**src/assert_macros.svh**
```systemverilog
// ----------------------------------------------------------------------------
// Assertion macros
// Shared concurrent assertion wrappers, clocked on clk_i, quiet in reset.
// ----------------------------------------------------------------------------
`ifndef ASSERT_MACROS_SVH
`define ASSERT_MACROS_SVH

// Property must hold at every clock edge outside reset
`define AIC_ASSERT(lbl, prop, msg) \
  lbl: assert property (@(posedge clk_i) disable iff (!rst_ni) (prop)) else $error(msg);

// Condition must never be seen at a clock edge outside reset
`define AIC_ASSERT_NEVER(lbl, cond, msg) \
  lbl: assert property (@(posedge clk_i) disable iff (!rst_ni) !(cond)) else $error(msg);

`endif

```
**src/aic_pkg.sv**
```systemverilog
// ----------------------------------------------------------------------------
// aic_pkg
// Types, constants and bit positions for the IP address classifier.
// ----------------------------------------------------------------------------
package aic_pkg;

  localparam int unsigned AddrHalfW = 64;
  localparam int unsigned AfW       = 9;
  localparam int unsigned MsW       = 6;
  localparam int unsigned PlW       = 8;
  localparam int unsigned NumChunks = 8;

  // address_flags bit positions
  localparam int unsigned AfWildcard = 0;
  localparam int unsigned AfBcast    = 1;
  localparam int unsigned AfAnyBcast = 2;
  localparam int unsigned AfLoopback = 3;
  localparam int unsigned AfMcast    = 4;
  localparam int unsigned AfLinkLoc  = 5;
  localparam int unsigned AfSiteLoc  = 6;
  localparam int unsigned AfV4Compat = 7;
  localparam int unsigned AfV4Mapped = 8;

  // mcast_scope_flags bit positions
  localparam int unsigned MsWellKnown = 0;
  localparam int unsigned MsNodeLoc   = 1;
  localparam int unsigned MsLinkLoc   = 2;
  localparam int unsigned MsSiteLoc   = 3;
  localparam int unsigned MsOrgLoc    = 4;
  localparam int unsigned MsGlobal    = 5;

  // IPv4 match values
  localparam logic [31:0] V4Mcast     = 32'hE000_0000;
  localparam logic [31:0] V4LinkLoc   = 32'hA9FE_0000;
  localparam logic [31:0] V4Priv192   = 32'hC0A8_0000;
  localparam logic [31:0] V4Priv172Lo = 32'hAC10_0000;
  localparam logic [31:0] V4Priv172Hi = 32'hAC1F_FFFF;
  localparam logic [31:0] V4Priv10    = 32'h0A00_0000;
  localparam logic [31:0] V4Loopback  = 32'h7F00_0000;
  localparam logic [31:0] V4GlobLo    = 32'hE000_0100;
  localparam logic [31:0] V4GlobHi    = 32'hEE00_0000;
  localparam logic [31:0] V4SiteScope = 32'hEFFF_0000;
  localparam logic [31:0] V4OrgScope  = 32'hEFC0_0000;

  // IPv6 top-word match values
  localparam logic [15:0] V6Mcast     = 16'hFF00;
  localparam logic [15:0] V6LinkLoc   = 16'hFE80;
  localparam logic [15:0] V6SiteLoc   = 16'hFEC0;
  localparam logic [15:0] V6LocalMask = 16'hFFE0;
  localparam logic [15:0] V6WkMask    = 16'hFFF0;
  localparam logic [15:0] V6ScopeMask = 16'hFFEF;
  localparam logic [15:0] V6ScNode    = 16'hFF01;
  localparam logic [15:0] V6ScLink    = 16'hFF02;
  localparam logic [15:0] V6ScSite    = 16'hFF05;
  localparam logic [15:0] V6ScOrg     = 16'hFF08;
  localparam logic [15:0] V6ScGlobal  = 16'hFF0F;

  // Stage 1 word: flags plus per-16-bit-chunk trailing-zero data
  typedef struct packed {
    logic                        is_v6;
    logic [AfW-1:0]              flags;
    logic [MsW-1:0]              scope;
    logic [NumChunks-1:0]        chunk_nz;
    logic [NumChunks-1:0][3:0]   chunk_tz;
  } s1_word_t;

  // Stage 2 word: trailing-zero count per 64-bit half
  typedef struct packed {
    logic           is_v6;
    logic [AfW-1:0] flags;
    logic [MsW-1:0] scope;
    logic           lo_nz;
    logic [5:0]     lo_tz;
    logic           hi_nz;
    logic [5:0]     hi_tz;
  } s2_word_t;

  // Result word
  typedef struct packed {
    logic [AfW-1:0] address_flags;
    logic [MsW-1:0] mcast_scope_flags;
    logic [PlW-1:0] prefix_len;
  } out_word_t;

endpackage

```
**src/aic_in_if.sv**
```systemverilog
// ----------------------------------------------------------------------------
// aic_in_if
// Address input channel: valid/ready plus address payload.
// ----------------------------------------------------------------------------
interface aic_in_if;
  import aic_pkg::*;

  logic                 valid;
  logic                 ready;
  logic                 is_v6;
  logic [AddrHalfW-1:0] addr_upper;
  logic [AddrHalfW-1:0] addr_lower;

  modport source (output valid, output is_v6, output addr_upper, output addr_lower,
                  input ready);
  modport sink   (input valid, input is_v6, input addr_upper, input addr_lower,
                  output ready);
endinterface

```
**src/aic_out_if.sv**
```systemverilog
// ----------------------------------------------------------------------------
// aic_out_if
// Classification result channel: valid/ready plus result payload.
// ----------------------------------------------------------------------------
interface aic_out_if;
  import aic_pkg::*;

  logic           valid;
  logic           ready;
  logic [AfW-1:0] address_flags;
  logic [MsW-1:0] mcast_scope_flags;
  logic [PlW-1:0] prefix_len;

  modport source (output valid, output address_flags, output mcast_scope_flags,
                  output prefix_len, input ready);
  modport sink   (input valid, input address_flags, input mcast_scope_flags,
                  input prefix_len, output ready);
endinterface

```
**src/aic_match.sv**
```systemverilog
// ----------------------------------------------------------------------------
// aic_match
// Stage 1: address class and scope compares, per-chunk trailing zeros.
// ----------------------------------------------------------------------------
module aic_match (
  input  logic                         clk_i,
  input  logic                         rst_ni,
  input  logic                         valid_i,
  output logic                         ready_o,
  input  logic                         is_v6_i,
  input  logic [aic_pkg::AddrHalfW-1:0] addr_upper_i,
  input  logic [aic_pkg::AddrHalfW-1:0] addr_lower_i,
  output logic                         valid_o,
  input  logic                         ready_i,
  output aic_pkg::s1_word_t            word_o
);
  import aic_pkg::*;

  // trailing zeros of a nonzero 16-bit chunk
  function automatic logic [3:0] tz16(input logic [15:0] v);
    logic [3:0] n;
    n = 4'd0;
    for (int i = 15; i >= 0; i--) begin
      if (v[i]) n = 4'(i);
    end
    return n;
  endfunction

  logic [31:0]          a4;
  logic [15:0]          w0;
  logic [15:0]          sc;
  logic [AddrHalfW-1:0] lo_eff;
  logic [AddrHalfW-1:0] hi_eff;
  logic [AfW-1:0]       f4, f6;
  logic [MsW-1:0]       m4, m6;
  s1_word_t             word_d, word_q;
  logic                 valid_q;

  assign a4 = addr_lower_i[31:0];
  assign w0 = addr_upper_i[63:48];
  assign sc = w0 & V6ScopeMask;

  // IPv4 compares
  always_comb begin
    f4 = '0;
    m4 = '0;
    f4[AfWildcard] = (a4 == 32'h0);
    f4[AfBcast]    = (a4 == 32'hFFFF_FFFF);
    f4[AfAnyBcast] = (a4[7:0] == 8'hFF);
    f4[AfLoopback] = (a4[31:24] == V4Loopback[31:24]);
    f4[AfMcast]    = (a4[31:28] == V4Mcast[31:28]);
    f4[AfLinkLoc]  = (a4[31:16] == V4LinkLoc[31:16]);
    f4[AfSiteLoc]  = (a4[31:24] == V4Priv10[31:24]) || (a4[31:16] == V4Priv192[31:16]) ||
                     ((a4 >= V4Priv172Lo) && (a4 <= V4Priv172Hi));
    f4[AfV4Compat] = 1'b1;
    f4[AfV4Mapped] = 1'b1;
    m4[MsWellKnown] = (a4[31:8] == V4Mcast[31:8]);
    m4[MsLinkLoc]   = (a4[31:24] == V4Mcast[31:24]);
    m4[MsSiteLoc]   = (a4[31:16] == V4SiteScope[31:16]);
    m4[MsOrgLoc]    = (a4[31:16] == V4OrgScope[31:16]);
    m4[MsGlobal]    = (a4 >= V4GlobLo) && (a4 <= V4GlobHi);
  end

  // IPv6 compares
  always_comb begin
    f6 = '0;
    m6 = '0;
    f6[AfWildcard] = (addr_upper_i == '0) && (addr_lower_i == '0);
    f6[AfLoopback] = (addr_upper_i == '0) && (addr_lower_i == 64'd1);
    f6[AfMcast]    = ((w0 & V6LocalMask) == V6Mcast);
    f6[AfLinkLoc]  = ((w0 & V6LocalMask) == V6LinkLoc);
    f6[AfSiteLoc]  = ((w0 & V6LocalMask) == V6SiteLoc);
    f6[AfV4Compat] = (addr_upper_i == '0) && (addr_lower_i[63:32] == 32'h0);
    f6[AfV4Mapped] = (addr_upper_i == '0) && (addr_lower_i[63:32] == 32'h0000_FFFF);
    m6[MsWellKnown] = ((w0 & V6WkMask) == V6Mcast);
    m6[MsNodeLoc]   = (sc == V6ScNode);
    m6[MsLinkLoc]   = (sc == V6ScLink);
    m6[MsSiteLoc]   = (sc == V6ScSite);
    m6[MsOrgLoc]    = (sc == V6ScOrg);
    m6[MsGlobal]    = (sc == V6ScGlobal);
  end

  // IPv4 ignores everything above bit 31
  assign lo_eff = is_v6_i ? addr_lower_i : {32'h0, addr_lower_i[31:0]};
  assign hi_eff = is_v6_i ? addr_upper_i : '0;

  always_comb begin
    word_d.is_v6 = is_v6_i;
    word_d.flags = is_v6_i ? f6 : f4;
    word_d.scope = is_v6_i ? m6 : m4;
    for (int c = 0; c < NumChunks / 2; c++) begin
      word_d.chunk_nz[c]                 = |lo_eff[c*16 +: 16];
      word_d.chunk_tz[c]                 = tz16(lo_eff[c*16 +: 16]);
      word_d.chunk_nz[c + NumChunks / 2] = |hi_eff[c*16 +: 16];
      word_d.chunk_tz[c + NumChunks / 2] = tz16(hi_eff[c*16 +: 16]);
    end
  end

  // stage register
  assign ready_o = !valid_q || ready_i;

  always_ff @(posedge clk_i or negedge rst_ni) begin
    if (!rst_ni) begin
      valid_q <= 1'b0;
    end else if (ready_o) begin
      valid_q <= valid_i;
    end
  end

  always_ff @(posedge clk_i) begin
    if (ready_o && valid_i) begin
      word_q <= word_d;
    end
  end

  assign valid_o = valid_q;
  assign word_o  = word_q;

endmodule

```
**src/aic_tzc.sv**
```systemverilog
// ----------------------------------------------------------------------------
// aic_tzc
// Stage 2: folds chunk trailing-zero counts into one count per 64-bit half.
// ----------------------------------------------------------------------------
module aic_tzc (
  input  logic              clk_i,
  input  logic              rst_ni,
  input  logic              valid_i,
  output logic              ready_o,
  input  aic_pkg::s1_word_t word_i,
  output logic              valid_o,
  input  logic              ready_i,
  output aic_pkg::s2_word_t word_o
);
  import aic_pkg::*;

  localparam int unsigned HalfChunks = NumChunks / 2;

  s2_word_t word_d, word_q;
  logic     valid_q;

  // lowest nonzero chunk wins; scan from the top down
  always_comb begin
    word_d.is_v6 = word_i.is_v6;
    word_d.flags = word_i.flags;
    word_d.scope = word_i.scope;
    word_d.lo_nz = |word_i.chunk_nz[HalfChunks-1:0];
    word_d.hi_nz = |word_i.chunk_nz[NumChunks-1:HalfChunks];
    word_d.lo_tz = '0;
    word_d.hi_tz = '0;
    for (int c = HalfChunks - 1; c >= 0; c--) begin
      if (word_i.chunk_nz[c]) begin
        word_d.lo_tz = {2'(c), word_i.chunk_tz[c]};
      end
      if (word_i.chunk_nz[c + HalfChunks]) begin
        word_d.hi_tz = {2'(c), word_i.chunk_tz[c + HalfChunks]};
      end
    end
  end

  // stage register
  assign ready_o = !valid_q || ready_i;

  always_ff @(posedge clk_i or negedge rst_ni) begin
    if (!rst_ni) begin
      valid_q <= 1'b0;
    end else if (ready_o) begin
      valid_q <= valid_i;
    end
  end

  always_ff @(posedge clk_i) begin
    if (ready_o && valid_i) begin
      word_q <= word_d;
    end
  end

  assign valid_o = valid_q;
  assign word_o  = word_q;

endmodule

```
**src/aic_plen.sv**
```systemverilog
// ----------------------------------------------------------------------------
// aic_plen
// Stage 3: prefix length from half counts; output register of the block.
// ----------------------------------------------------------------------------
module aic_plen (
  input  logic               clk_i,
  input  logic               rst_ni,
  input  logic               valid_i,
  output logic               ready_o,
  input  aic_pkg::s2_word_t  word_i,
  output logic               valid_o,
  input  logic               ready_i,
  output aic_pkg::out_word_t word_o
);
  import aic_pkg::*;

  out_word_t      word_d, word_q;
  logic [PlW-1:0] lo_width;
  logic           valid_q;

  // IPv4 only spans the low 32 bits of the lower half
  assign lo_width = word_i.is_v6 ? PlW'(128) : PlW'(32);

  always_comb begin
    word_d.address_flags     = word_i.flags;
    word_d.mcast_scope_flags = word_i.scope;
    if (word_i.lo_nz) begin
      word_d.prefix_len = lo_width - {2'b00, word_i.lo_tz};
    end else if (word_i.hi_nz) begin
      word_d.prefix_len = PlW'(64) - {2'b00, word_i.hi_tz};
    end else begin
      word_d.prefix_len = '0;
    end
  end

  // output register
  assign ready_o = !valid_q || ready_i;

  always_ff @(posedge clk_i or negedge rst_ni) begin
    if (!rst_ni) begin
      valid_q <= 1'b0;
    end else if (ready_o) begin
      valid_q <= valid_i;
    end
  end

  always_ff @(posedge clk_i) begin
    if (ready_o && valid_i) begin
      word_q <= word_d;
    end
  end

  assign valid_o = valid_q;
  assign word_o  = word_q;

endmodule

```
**src/ip_address_classifier_core.sv**
```systemverilog
// ----------------------------------------------------------------------------
// ip_address_classifier_core
// Classifies one IPv4 or IPv6 address per word: class flags, multicast
// scope flags and prefix length.
// ----------------------------------------------------------------------------
// Usage:
//   in_i  carries one address word (is_v6, addr_upper, addr_lower); for IPv4
//         the address sits in addr_lower[31:0] and all other bits are ignored.
//   out_o carries one result word per address, in arrival order.
//   Both channels move a word on a clock edge with valid and ready high.
// Timing:
//   Three register stages: compares and 16-bit chunk zero counts, then the
//   per-half trailing-zero fold, then the prefix subtract into the output
//   register. Throughput is one word per cycle while out_o.ready stays high;
//   every stage takes a new word whenever it is empty or its contents move
//   on in the same cycle.
// Reset:
//   rst_ni clears all stage valid bits; the block takes words right after.
// Backpressure:
//   With out_o.ready low the words stay in place, the stages fill up in turn
//   and in_i.ready drops once all three hold a word. Nothing is dropped or
//   duplicated.
// ----------------------------------------------------------------------------
`include "assert_macros.svh"

module ip_address_classifier_core (
  input  logic        clk_i,
  input  logic        rst_ni,
  aic_in_if.sink      in_i,
  aic_out_if.source   out_o
);
  import aic_pkg::*;

  logic      s1_valid, s1_ready;
  logic      s2_valid, s2_ready;
  s1_word_t  s1_word;
  s2_word_t  s2_word;
  out_word_t res_word;

  // stage 1: compares
  aic_match u_match (
    .clk_i        (clk_i),
    .rst_ni       (rst_ni),
    .valid_i      (in_i.valid),
    .ready_o      (in_i.ready),
    .is_v6_i      (in_i.is_v6),
    .addr_upper_i (in_i.addr_upper),
    .addr_lower_i (in_i.addr_lower),
    .valid_o      (s1_valid),
    .ready_i      (s1_ready),
    .word_o       (s1_word)
  );

  // stage 2: trailing-zero fold
  aic_tzc u_tzc (
    .clk_i   (clk_i),
    .rst_ni  (rst_ni),
    .valid_i (s1_valid),
    .ready_o (s1_ready),
    .word_i  (s1_word),
    .valid_o (s2_valid),
    .ready_i (s2_ready),
    .word_o  (s2_word)
  );

  // stage 3: prefix length and output register
  aic_plen u_plen (
    .clk_i   (clk_i),
    .rst_ni  (rst_ni),
    .valid_i (s2_valid),
    .ready_o (s2_ready),
    .word_i  (s2_word),
    .valid_o (out_o.valid),
    .ready_i (out_o.ready),
    .word_o  (res_word)
  );

  assign out_o.address_flags     = res_word.address_flags;
  assign out_o.mcast_scope_flags = res_word.mcast_scope_flags;
  assign out_o.prefix_len        = res_word.prefix_len;

  // assertions
  `AIC_ASSERT(a_wildcard_zero_len, (out_o.valid && out_o.address_flags[AfWildcard]) |-> (out_o.prefix_len == '0), "wildcard address with nonzero prefix length")
  `AIC_ASSERT(a_v4_len_range, (out_o.valid && out_o.address_flags[AfV4Compat] && out_o.address_flags[AfV4Mapped]) |-> (out_o.prefix_len <= PlW'(32)), "IPv4 result with prefix length above 32")
  `AIC_ASSERT(a_latency, (in_i.valid && in_i.ready) ##1 out_o.ready ##1 out_o.ready |=> out_o.valid, "accepted word not delivered after three free cycles")
  `AIC_ASSERT_NEVER(a_wild_loop, out_o.valid && out_o.address_flags[AfWildcard] && out_o.address_flags[AfLoopback], "address flagged both wildcard and loopback")

endmodule
```
**src/flat_wrapper.sv**
```systemverilog
// flat-port wrapper written by rule: the top's interface ports become plain ports
module ip_address_classifier_core_flat import aic_pkg::*;
  (clk_i, rst_ni, in_i_valid, in_i_is_v6, in_i_addr_upper, in_i_addr_lower, in_i_ready, out_o_valid, out_o_address_flags, out_o_mcast_scope_flags, out_o_prefix_len, out_o_ready);
  aic_in_if in_i_i ();
  aic_out_if out_o_i ();
  input  logic clk_i;
  input  logic rst_ni;
  input wire logic [$bits(in_i_i.valid)-1:0] in_i_valid;
  input wire logic [$bits(in_i_i.is_v6)-1:0] in_i_is_v6;
  input wire logic [$bits(in_i_i.addr_upper)-1:0] in_i_addr_upper;
  input wire logic [$bits(in_i_i.addr_lower)-1:0] in_i_addr_lower;
  output wire logic [$bits(in_i_i.ready)-1:0] in_i_ready;
  output wire logic [$bits(out_o_i.valid)-1:0] out_o_valid;
  output wire logic [$bits(out_o_i.address_flags)-1:0] out_o_address_flags;
  output wire logic [$bits(out_o_i.mcast_scope_flags)-1:0] out_o_mcast_scope_flags;
  output wire logic [$bits(out_o_i.prefix_len)-1:0] out_o_prefix_len;
  input wire logic [$bits(out_o_i.ready)-1:0] out_o_ready;
  assign in_i_i.valid = in_i_valid;
  assign in_i_i.is_v6 = in_i_is_v6;
  assign in_i_i.addr_upper = in_i_addr_upper;
  assign in_i_i.addr_lower = in_i_addr_lower;
  assign in_i_ready = in_i_i.ready;
  assign out_o_valid = out_o_i.valid;
  assign out_o_address_flags = out_o_i.address_flags;
  assign out_o_mcast_scope_flags = out_o_i.mcast_scope_flags;
  assign out_o_prefix_len = out_o_i.prefix_len;
  assign out_o_i.ready = out_o_ready;
  ip_address_classifier_core u_core (.clk_i(clk_i), .rst_ni(rst_ni), .in_i(in_i_i), .out_o(out_o_i));
endmodule
```
**config.mk**
```make
export PLATFORM = sky130hd
export DESIGN_NAME = ip_address_classifier_core_flat
export DESIGN_NICKNAME = d
export VERILOG_FILES = /design/src/aic_pkg.sv /design/src/aic_in_if.sv /design/src/aic_out_if.sv /design/src/aic_match.sv /design/src/aic_tzc.sv /design/src/aic_plen.sv /design/src/ip_address_classifier_core.sv /design/src/flat_wrapper.sv
export VERILOG_INCLUDE_DIRS = /design/src /design/src/src
export SDC_FILE = /design/constraint.sdc
export NUM_CORES = 1
export LEC_CHECK = 0
export ABC_AREA = 1
export BUFFER_PORTS_ARGS = -buffer_cell sky130_fd_sc_hd__buf_2
export CAP_MARGIN = 40
export CORE_MARGIN = 2
export CORE_UTILIZATION = 54
export DETAILED_ROUTE_END_ITERATION = 12
export PLACE_DENSITY = 0.89
export SYNTH_ARGS = -nofsm -noshare
export SYNTH_HDL_FRONTEND = slang
export SYNTH_SLANG_ARGS = --single-unit
```
**constraint.sdc**
```tcl
create_clock -name clk_i -period 6.2 [get_ports clk_i]
set_input_delay 0.31 -clock clk_i [delete_from_list [all_inputs] [get_ports clk_i]]
set_output_delay 0.31 -clock clk_i [all_outputs]
set_load 0.05 [all_outputs]
```
==> results.toml, run 1 <==
[logic_synthesis]
synth_edf_count = 109
synthArstFlopShare_pct = 2.68
synth_top_area_cell = "edfxtp_1"
netlist_instances = 820
synth_area_per_cell_sq_um = 8.16
yosys_warnings = 0
post_synth_num_cell_types = 50
synth_nets = 956
yosysTopAreaCellShare_pct = 48.9
ys_top_cells_by_count = "nand2_1, edfxtp_1, inv_1, nor2_1, o21ai_0"
synth_top_flop_cell = "edfxtp_1"
seq_area_frac_synth_pct = 50.1
ys_ff_latch = 112
synth_most_common_cell = "nand2_1"
syn_area_sq_um = 6690
ys_top_cells_by_area = "edfxtp_1, nand2_1, inv_1"

[power_and_ir_drop]
powerDensity_nw_per_um2 = 263
p_leak_nw = 3.62
vdd_drop_max_uv = 149

[global_route]
grt_max_degree = 100
grt_pass1_wl_mm = 24.3
grt_usage_pct = 23.4
grtUsageMet1_pct = 29.9
groute.layer.met3.usage_pct = 4.90
busiest_layer = "met2"
met2_usage_pct = 40.0
grt_overflow_total = 0
grt_pass1_vias = 5417
antenna_found_initial = 2

[placed_design]
place_area_sq_um = 7600
hpwl_mm = 11.6
io_buffers = 157
gp_congestion = 0.937

[floorplan]
fp.dieH_um = 115
die_width_um = 115
core-area_sq_um = 12100
initial_core_util_pct = 55.5
die_area_sq_um = 13300
rows = 40
ios = 158

[outcome]
status = "completed"

[drt]
drt_iter0_markers = 581
drt-total-wl_mm = 14.8
detail-route-antenna-nets = 0
dr.pass1.iters = 5
viasPerCell = 5.34
num_vias = 6148
drc_errors = 0
wl_per_cell_um = 12.9

[timing]
max_slew_margin_pct = 54.2
fin_crit_sh_pct = 30.0
min_period_ps = 1860
finClkSkew_ps = 12.1
rsz0062_at_grt = "false"
fmax_mhz = 538
finalSetupViolations = 0
worst_pin_slew_ps = 686
slew_viol_final = 0
fin_tns_setup_ps = 0
finalHoldViolCount = 0

[clock_tree]
path_clk_slew_ps = 80
clock_path_buffers = 2
cts-htree-levels = 3
root_buffer = "clkbuf_16"
clk_latency_ps = 370
cts_sinks = 112
cts_tree = "done"
post_cts_resized = 0
cts_made_buffers = 9

[final_layout]
multi_input_area_sq_um = 2850
fill_cells = 1019
nNetsFinal = 1113
seq_area_sq_um = 3350
layout-drive-gt1-share_pct = 20.3
synthToLayoutAreaGrowth_pct = 18.8
final_area_sq_um = 7940

[setup_path]
worstPathCellList = "buf_4, buf_16, inv_1, nor2_1, nand2_1, nand2_1, nand2_1, nand2_1, nand2_1, nand2_1, nand2_1, nand2_1, nand2_1, nand2_1, nand2_1, a21boi_0"
crit_path_start_kind = "input port"
path_buf_inv = 3
crit_family = "buffers and inverters"
critPathKind = "in2reg"
end_kind = "register"
required_ps = 6410
slowest_delay_ps = 330
slowest_stage = "buf_16"
crit_path_frequent_cell = "nand2_1"
cp.arrival_ps = 2070
cp_max_fo = 99

[worst_hold_path]
hold_class = "in2reg"

[job]
drv_cap = 0
## through the flow
step | setup WS (ps) | total power, mW | cells | hold WS [ps] | utilization, %
after floorplan | 3400 | 1.35 | 820 | 14.4 | -
after global placement | 3530 | 1.47 | 1130 | 108 | 62.5
after global routing | 4060 | 2.19 | 1152 | 226 | 65.9
after CTS | 4360 | 2.10 | 1150 | 200 | 65.8
after detailed placement | 3980 | 1.50 | 1133 | 110 | 63.0
final | 4340 | 2.09 | 1152 | 199 | 65.9
## power breakdown
| part | total [mW] | internal, mW | switching, mW |
|---|---|---|---|
| combinational | 0.485 | 0.142 | 0.344 |
| clock | 0.607 | 0.299 | 0.308 |
| sequential | 0.997 | 0.968 | 0.0296 |
| total | 2.09 | 1.41 | 0.681 |
## metal layers
layer | routed length (um) | vias up | share of wire [%]
li1 | - | 3128 | -
met1 | 6250 | 2762 | 42
met2 | 7280 | 239 | 49
met3 | 1040 | 19 | 7.0
met4 | 250 | 0 | 1.7
met5 | 0 | - | 0
## placed cells by master (no fill, tap or decap), drive strengths merged, types with 10 or more instances in the layout
cell type | netlist | layout
a21oi | 28 | 28
buf | 14 | 161
edfxtp | 109 | 109
inv | 88 | 93
nand2 | 275 | 275
nand3 | 41 | 41
nand4 | 21 | 21
nor2 | 82 | 82
nor3 | 24 | 24
nor4 | 23 | 23
o21ai | 54 | 54
or2 | 10 | 10
## tightest hold or removal path: cells and delay by family
kind	cells	cell delay (ps)
simple gates	2	140
buf+inv	1	70
## path summary, 6_finish.rpt
check | from | slack [ps] | end | cells after the start
setup / recovery | in_i_is_v6 | 4340 | u_core.u_match.word_o[24]$_SDFFCE_PP0P_ | 16
max in group asynchronous | rst_ni | 5840 | u_core.u_match.valid_o$_DFFE_PN0N_ | 2
hold / removal | in_i_valid | 200 | u_core.u_match.valid_o$_DFFE_PN0N_ | 3
min in group asynchronous | rst_ni | 260 | u_core.u_tzc.valid_o$_DFFE_PN0P_ | 2
hold reg to reg | u_core.u_tzc.word_o[18]$_DFFE_PP_ | 420 | u_core.u_plen.word_o[12]$_DFFE_PP_ | 0
setup reg to reg | u_core.u_plen.valid_o$_DFFE_PN0P_ | 4490 | u_core.u_match.word_o[35]$_DFFE_PP_ | 6
## registers in the layout, indices dropped and copies added (netlist names)
| name | cells |
|---|---|
| u_core.u_plen.word_o | 23 |
| u_core.u_match.word_o | 56 |
| u_core.u_match.valid_o | 1 |
| u_core.u_tzc.word_o | 30 |
| u_core.u_tzc.valid_o | 1 |
| u_core.u_plen.valid_o | 1 |
## kinds of logic after synthesis
kind of cell,after synthesis,synth area share (%)
adders and majority gates,3,0.561
AOI/OAI and AO/OA,119,10.5
xor gates and xnor gates,2,0.262
and+or+nand+nor,480,31.3
DFF,112,50.1
buffers and inverters,104,7.33
## layout make-up
cell class,instances,area share (%)
timing repair buffer,162,11.0
tap,168,2.65
clock buffer,9,2.84
inverter,88,4.16
multi-input combinational,604,35.9
antenna,2,0.0630
sequential,112,42.1
clock inverter,7,1.24
## what timing repair did
| action | in CTS | in global routing |
|---|---|---|
| buffers inserted | 0 | 0 |
| endpoints found under the hold margin | 3 | 0 |
| hold buffers | 1 | 0 |
| setup endpoints to repair | 0 | 0 |
(Power assumes the default switching activity.)
==> run 2: changes to the inputs <==
CORE_UTILIZATION = 49   (was 54)
PLACE_DENSITY = 0.86   (was 0.89)
clock period = 1.55 ns   (was 6.2 ns; I/O delays follow)
==> run 2 against run 1 <==
Flip-flop and latch count stayed put. Total power grew to 3.9 times the previous value. Sequential power grew to 4.0 times the previous value. Global-route usage is 1.9 points lower. Clock-buffer cell count is 3 higher. Critical endpoint is now u_core.u_plen.word_o[7]$_SDFFCE_PN0P_. Largest cell class unchanged.
==> results.toml, run 2 (synthesis gave the netlist of run 1 again) <==
[outcome]
status = "completed"

[setup_path]
slowest_stage = "edfxtp_1"
crit_path_start_kind = "register"
crit_family = "flip-flops"
worstPathCellList = "inv_1, ha_1, inv_1, nor2_1, nor2_1, o21ai_0, a21oi_1"
r2r-start = "u_core.u_tzc.word_o[29]$_DFFE_PP_"
cp_max_fo = 3
crit_path_start = "u_core.u_tzc.word_o[29]$_DFFE_PP_"
cp.arrival_ps = 1560
critPathKind = "reg2reg"
path_buf_inv = 2
end_kind = "register"
slowest_delay_ps = 390
required_ps = 1640

[global_route]
grt_overflow_total = 0
grt_pass1_wl_mm = 25.3
grt_pass1_vias = 5635
antenna_found_initial = 1
grt_usage_pct = 21.5
grt_max_degree = 53

[timing]
max_slew_margin_pct = 63.8
min_period_ps = 1480
fin_crit_sh_pct = 95.2
finClkSkew_ps = 9.03
finalHoldViolCount = 0
fmax_mhz = 678
worst_pin_slew_ps = 537
finalSetupViolations = 0
rsz0062_at_grt = "true"
whs_ps = 32.0
slew_viol_final = 0

[worst_hold_path]
hold_class = "in2reg"
min_from = "out_o_ready"

[final_layout]
nNetsFinal = 1126
mostFrequentLayoutCells = "nand2_1, buf_2, edfxtp_1, inv_1, nor2_1"
largest_reg_flops = 56
multi_input_area_sq_um = 2900
fill_cells = 1142
synthToLayoutAreaGrowth_pct = 21.1
seq_area_sq_um = 3350
final_area_sq_um = 8100
layout-drive-gt1-share_pct = 21.9
mostFrequentLayoutCell = "nand2_1"
diodes = 0

[drt]
num_vias = 6186
drt-total-wl_mm = 15.5
dr.pass1.iters = 7
wl_per_cell_um = 13.2
drt_iter0_markers = 556
drc_errors = 0
detail-route-antenna-nets = 0
viasPerCell = 5.28

[clock_tree]
cts_tree = "done"
path_clk_slew_ps = 70
root_buffer = "clkbuf_16"
cts_sinks = 112
cts_made_buffers = 9
clock_path_buffers = 2
cts-htree-levels = 3
clk_latency_ps = 340

[floorplan]
die_area_sq_um = 14600
rows = 42
core-area_sq_um = 13300
die_width_um = 121
initial_core_util_pct = 50.3
ios = 158
fp.dieH_um = 121

[placed_design]
gp_congestion = 0.965
hpwl_mm = 12.4
io_buffers = 157
place_area_sq_um = 7790

[job]
drv_cap = 0

[power_and_ir_drop]
vdd_drop_max_uv = 608
p_leak_nw = 3.68
powerDensity_nw_per_um2 = 1010
-- run 2: layer usage --
| metal | wire [um] | share of wire (%) | global-route usage, % | vias up |
|---|---|---|---|---|
| met1 | 6560 | 42 | 27.9 | 2752 |
| met3 | 1170 | 7.5 | 4.01 | 35 |
| met5 | 0 | 0 | 0 | - |
| li1 | - | - | - | 3150 |
| met2 | 7420 | 48 | 36.4 | 249 |
| met4 | 341 | 2.2 | 6.83 | 0 |
-- run 2: layout make-up --
type                            instances  area share, %
Clock buffer                           12           2.92
Clock inverter                          4          0.386
Inverter                               88           4.17
Multi-Input combinational cell        604           35.8
Sequential cell                       112           41.3
Tap cell                              176           2.72
Timing Repair Buffer                  175           12.7
-- run 2: final timing paths --
path                                                         end  slack (ps)  cells past startpoint
min                            u_core.u_plen.valid_o$_DFFE_PN0P_          30                      4
max reg2reg                u_core.u_plen.word_o[7]$_SDFFCE_PN0P_          70                      7
max                        u_core.u_plen.word_o[7]$_SDFFCE_PN0P_          70                      7
max in group asynchronous      u_core.u_plen.valid_o$_DFFE_PN0P_        1380                      2
min in group asynchronous     u_core.u_match.valid_o$_DFFE_PN0N_          60                      2
min reg2reg                    u_core.u_tzc.word_o[24]$_DFFE_PP_         410                      0
-- run 2: worst reg2reg max path, delay by kind of cell (launching register included) --
family | cells | cell delay [ps]
simple gates | 2 | 230
flops | 1 | 390
buf+inv | 2 | 130
compound gates | 2 | 200
fa+ha+maj | 1 | 270
-- run 2: through the flow --
stage / setup slack, ps / cells / setup TNS (ps) / total power, mW / utilization [%]
after floorplan: -639 / 820 / -55120 / 5.42 / -
after global placement: 89.6 / 1153 / 0 / 6.04 / 58.6
after detailed placement: 21.7 / 1153 / 0 / 6.10 / 58.6
after CTS: 60.2 / 1171 / 0 / 8.16 / 60.8
after global routing: -48.8 / 1171 / -96.3 / 8.54 / 60.9
final: 74.7 / 1171 / 0 / 8.15 / 60.9
-- run 2: where the power goes --
part	internal (mW)	leakage [nW]	switching, mW
clock network	1.10	0.131	0.996
logic	0.620	2.47	1.41
registers	3.88	1.08	0.141
total	5.60	3.68	2.55
-- run 2: what timing repair did --
action,4_1_cts,5_1_grt
setup endpoints to repair,0,3
hold buffers,2,0
buffers inserted,0,0
endpoints found under the hold margin,4,0
resized for setup,0,4
==> run 3: changes to the inputs <==
CORE_UTILIZATION = 45   (was 49)
PLACE_DENSITY = 0.8   (was 0.86)
SYNTH_HIERARCHICAL = 1   (was unset)
==> run 3 against run 2 <==
Via count increased by 1.7%. Largest power group unchanged. Synthesized area is 1.5% higher. Total power is 6.8% lower. Non-clock buffer count rose by 15. Worst setup slack improved by 32 ps. Sequential share of layout area down 1.0 points.
==> results.toml, run 3 <==
[drt]
num_vias = 6289
viasPerCell = 5.21
drt_iter0_markers = 554
drc_errors = 0
detail-route-antenna-nets = 0
wl_per_cell_um = 13.4
dr.pass1.iters = 6
drt-total-wl_mm = 16.2

[setup_path]
cp.arrival_ps = 1370
crit_path_start_kind = "register"
path_buf_inv = 3
slowest_stage = "dfrtp_2"
required_ps = 1470
end_kind = "output pin"
crit_end = "in_i_ready"
worstPathCellList = "nand2_2, inv_2, nand2_1, inv_2, nand2_1, buf_2"
reg2reg_depth = 7
r2r_setup_slack_ps = 110
cp_max_fo = 3
r2r-start = "u_core/u_plen/valid_o$_DFFE_PN0N_"
critPathKind = "reg2out"
crit_path_start = "u_core/u_plen/valid_o$_DFFE_PN0N_"
crit_family = "flip-flops"
slowest_delay_ps = 430
reg2reg_to = "u_core/u_match/word_o[25]$_SDFFCE_PP0P_"
crit_cells = 6

[final_layout]
mostFrequentLayoutCell = "nand2_1"
mostFrequentLayoutCells = "nand2_1, buf_2, edfxtp_1, nor2_1, inv_1"
fill_cells = 1375
layout-drive-gt1-share_pct = 25.0
diodes = 0
final_area_sq_um = 8310
largest_reg_flops = 56
synthToLayoutAreaGrowth_pct = 22.4
nNetsFinal = 1155

[timing]
fmax_mhz = 693
rsz0062_at_grt = "false"
finalSetupViolations = 0
finClkSkew_ps = 9.18
fin_tns_setup_ps = 0
finalHoldViolCount = 0
fin_crit_sh_pct = 93.1
max_slew_margin_pct = 62.8
min_period_ps = 1440
worst_pin_slew_ps = 553
slew_viol_final = 0

[clock_tree]
cts_tree = "done"
path_clk_slew_ps = 80
cts-htree-levels = 3
clock_path_buffers = 2
cts_made_buffers = 9
clk_latency_ps = 360
root_buffer = "clkbuf_16"
cts_sinks = 112

[global_route]
grt_usage_pct = 20.0
grt_overflow_total = 0
grt_max_degree = 57
grt_pass1_wl_mm = 26.0
met2_usage_pct = 33.4
groute.layer.met3.usage_pct = 4.22
antenna_found_initial = 0
grt_pass1_vias = 5726
busiest_layer = "met2"
grtUsageMet1_pct = 26.1

[job]
drv_cap = 0

[power_and_ir_drop]
powerDensity_nw_per_um2 = 914
vdd_drop_max_uv = 607
p_leak_nw = 3.75

[floorplan]
die_width_um = 127
rows = 44
die_area_sq_um = 16100
ios = 158
initial_core_util_pct = 46.4
fp.dieH_um = 127
core-area_sq_um = 14600

[logic_synthesis]
post_synth_num_cell_types = 43
yosysTopAreaCellShare_pct = 48.2
synth_most_common_cell = "nand2_1"
synth_top_area_cell = "edfxtp_1"
synth_area_per_cell_sq_um = 8.13
syn_area_sq_um = 6790
synth_top_flop_cell = "edfxtp_1"
synth_edf_count = 109
synth_nets = 971
seq_area_frac_synth_pct = 49.3
ys_ff_latch = 112
yosys_warnings = 6
synthArstFlopShare_pct = 2.68
ys_top_cells_by_count = "nand2_1, edfxtp_1, nor2_1, inv_1, nand3_1"
netlist_instances = 835
ys_top_cells_by_area = "edfxtp_1, nand2_1, nor2_1"

[placed_design]
hpwl_mm = 12.6
gp_congestion = 0.936
place_area_sq_um = 7910
io_buffers = 157

[worst_hold_path]
hold_class = "in2reg"

[outcome]
status = "completed"
==> run 3: how the worst min path moves through the flow <==
stage | slack [ps] | cells past startpoint | from | end
5_1_grt | 40 | 4 | out_o_ready | u_core/u_plen/valid_o$_DFFE_PN0N_
2_1_floorplan | -220 | 0 | rst_ni | u_core/u_match/valid_o$_DFFE_PN0N_
3_5_place_dp | -120 | 1 | rst_ni | u_core/u_tzc/valid_o$_DFFE_PN0P_
4_1_cts | 10 | 4 | out_o_ready | u_core/u_plen/valid_o$_DFFE_PN0N_
6_report | 20 | 4 | out_o_ready | u_core/u_plen/valid_o$_DFFE_PN0N_
3_3_place_gp | -120 | 1 | rst_ni | u_core/u_match/valid_o$_DFFE_PN0N_
==> run 3: cell families after synthesis <==
family / after synthesis / share of synthesized area, %
AO/OA/AOI/OAI: 109 / 9.69
adder cells (fa/ha/maj): 3 / 0.553
buffers and inverters: 103 / 7.37
flip-flops: 112 / 49.3
AND/OR/NAND/NOR: 508 / 33.1
==> run 3: power breakdown <==
part	total (mW)	internal, mW	switching, mW
clock	2.41	1.18	1.23
combinational	1.48	0.500	0.979
sequential	3.71	3.63	0.0860
==> run 3: final cells by class <==
class / count / area (sq um) / area share [%]
multi-input combinational: 620 / 2970 / 35.7
timing repair buffer: 190 / 1110 / 13.4
clock buffer: 9 / 225 / 2.71
sequential: 112 / 3350 / 40.3
tap: 184 / 230 / 2.77
inverter: 86 / 323 / 3.89
clock inverter: 7 / 98.8 / 1.19
==> run 3: timing repair <==
action                                  4_1_cts  5_1_grt
endpoints found under the setup margin        0       33
resized for setup                             0        0
endpoints found under the hold margin         4        0
hold buffers                                  2        0
buffers inserted                              0        2
==> run 3: tightest hold or removal path, cell delays in order <==
cell     delay, ps
buf_2           70
inv_1           50
nand2_2         80
nand2_1         50
==> run 3: per-layer routing <==
layer / routed length (um) / vias to the layer above / part of all wire, %
met5: 0 / - / 0
met4: 319 / 0 / 2.0
met3: 1340 / 25 / 8.3
met2: 7610 / 253 / 47
met1: 6900 / 2786 / 43
li1: - / 3225 / -
==> run 3: through the flow <==
stage / total power, mW / setup WS [ps] / instances / util (%) / hold WS [ps]
2_1_floorplan: 4.70 / -613 / 835 / - / -218
3_3_place_gp: 5.20 / 73.3 / 1186 / 54.0 / -121
3_5_place_dp: 5.23 / 24.3 / 1186 / 54.0 / -123
4_1_cts: 7.62 / 52.6 / 1204 / 56.4 / 10.4
5_1_grt: 7.98 / 24.2 / 1208 / 56.7 / 40.0
6_report: 7.60 / 107 / 1208 / 56.7 / 18.1
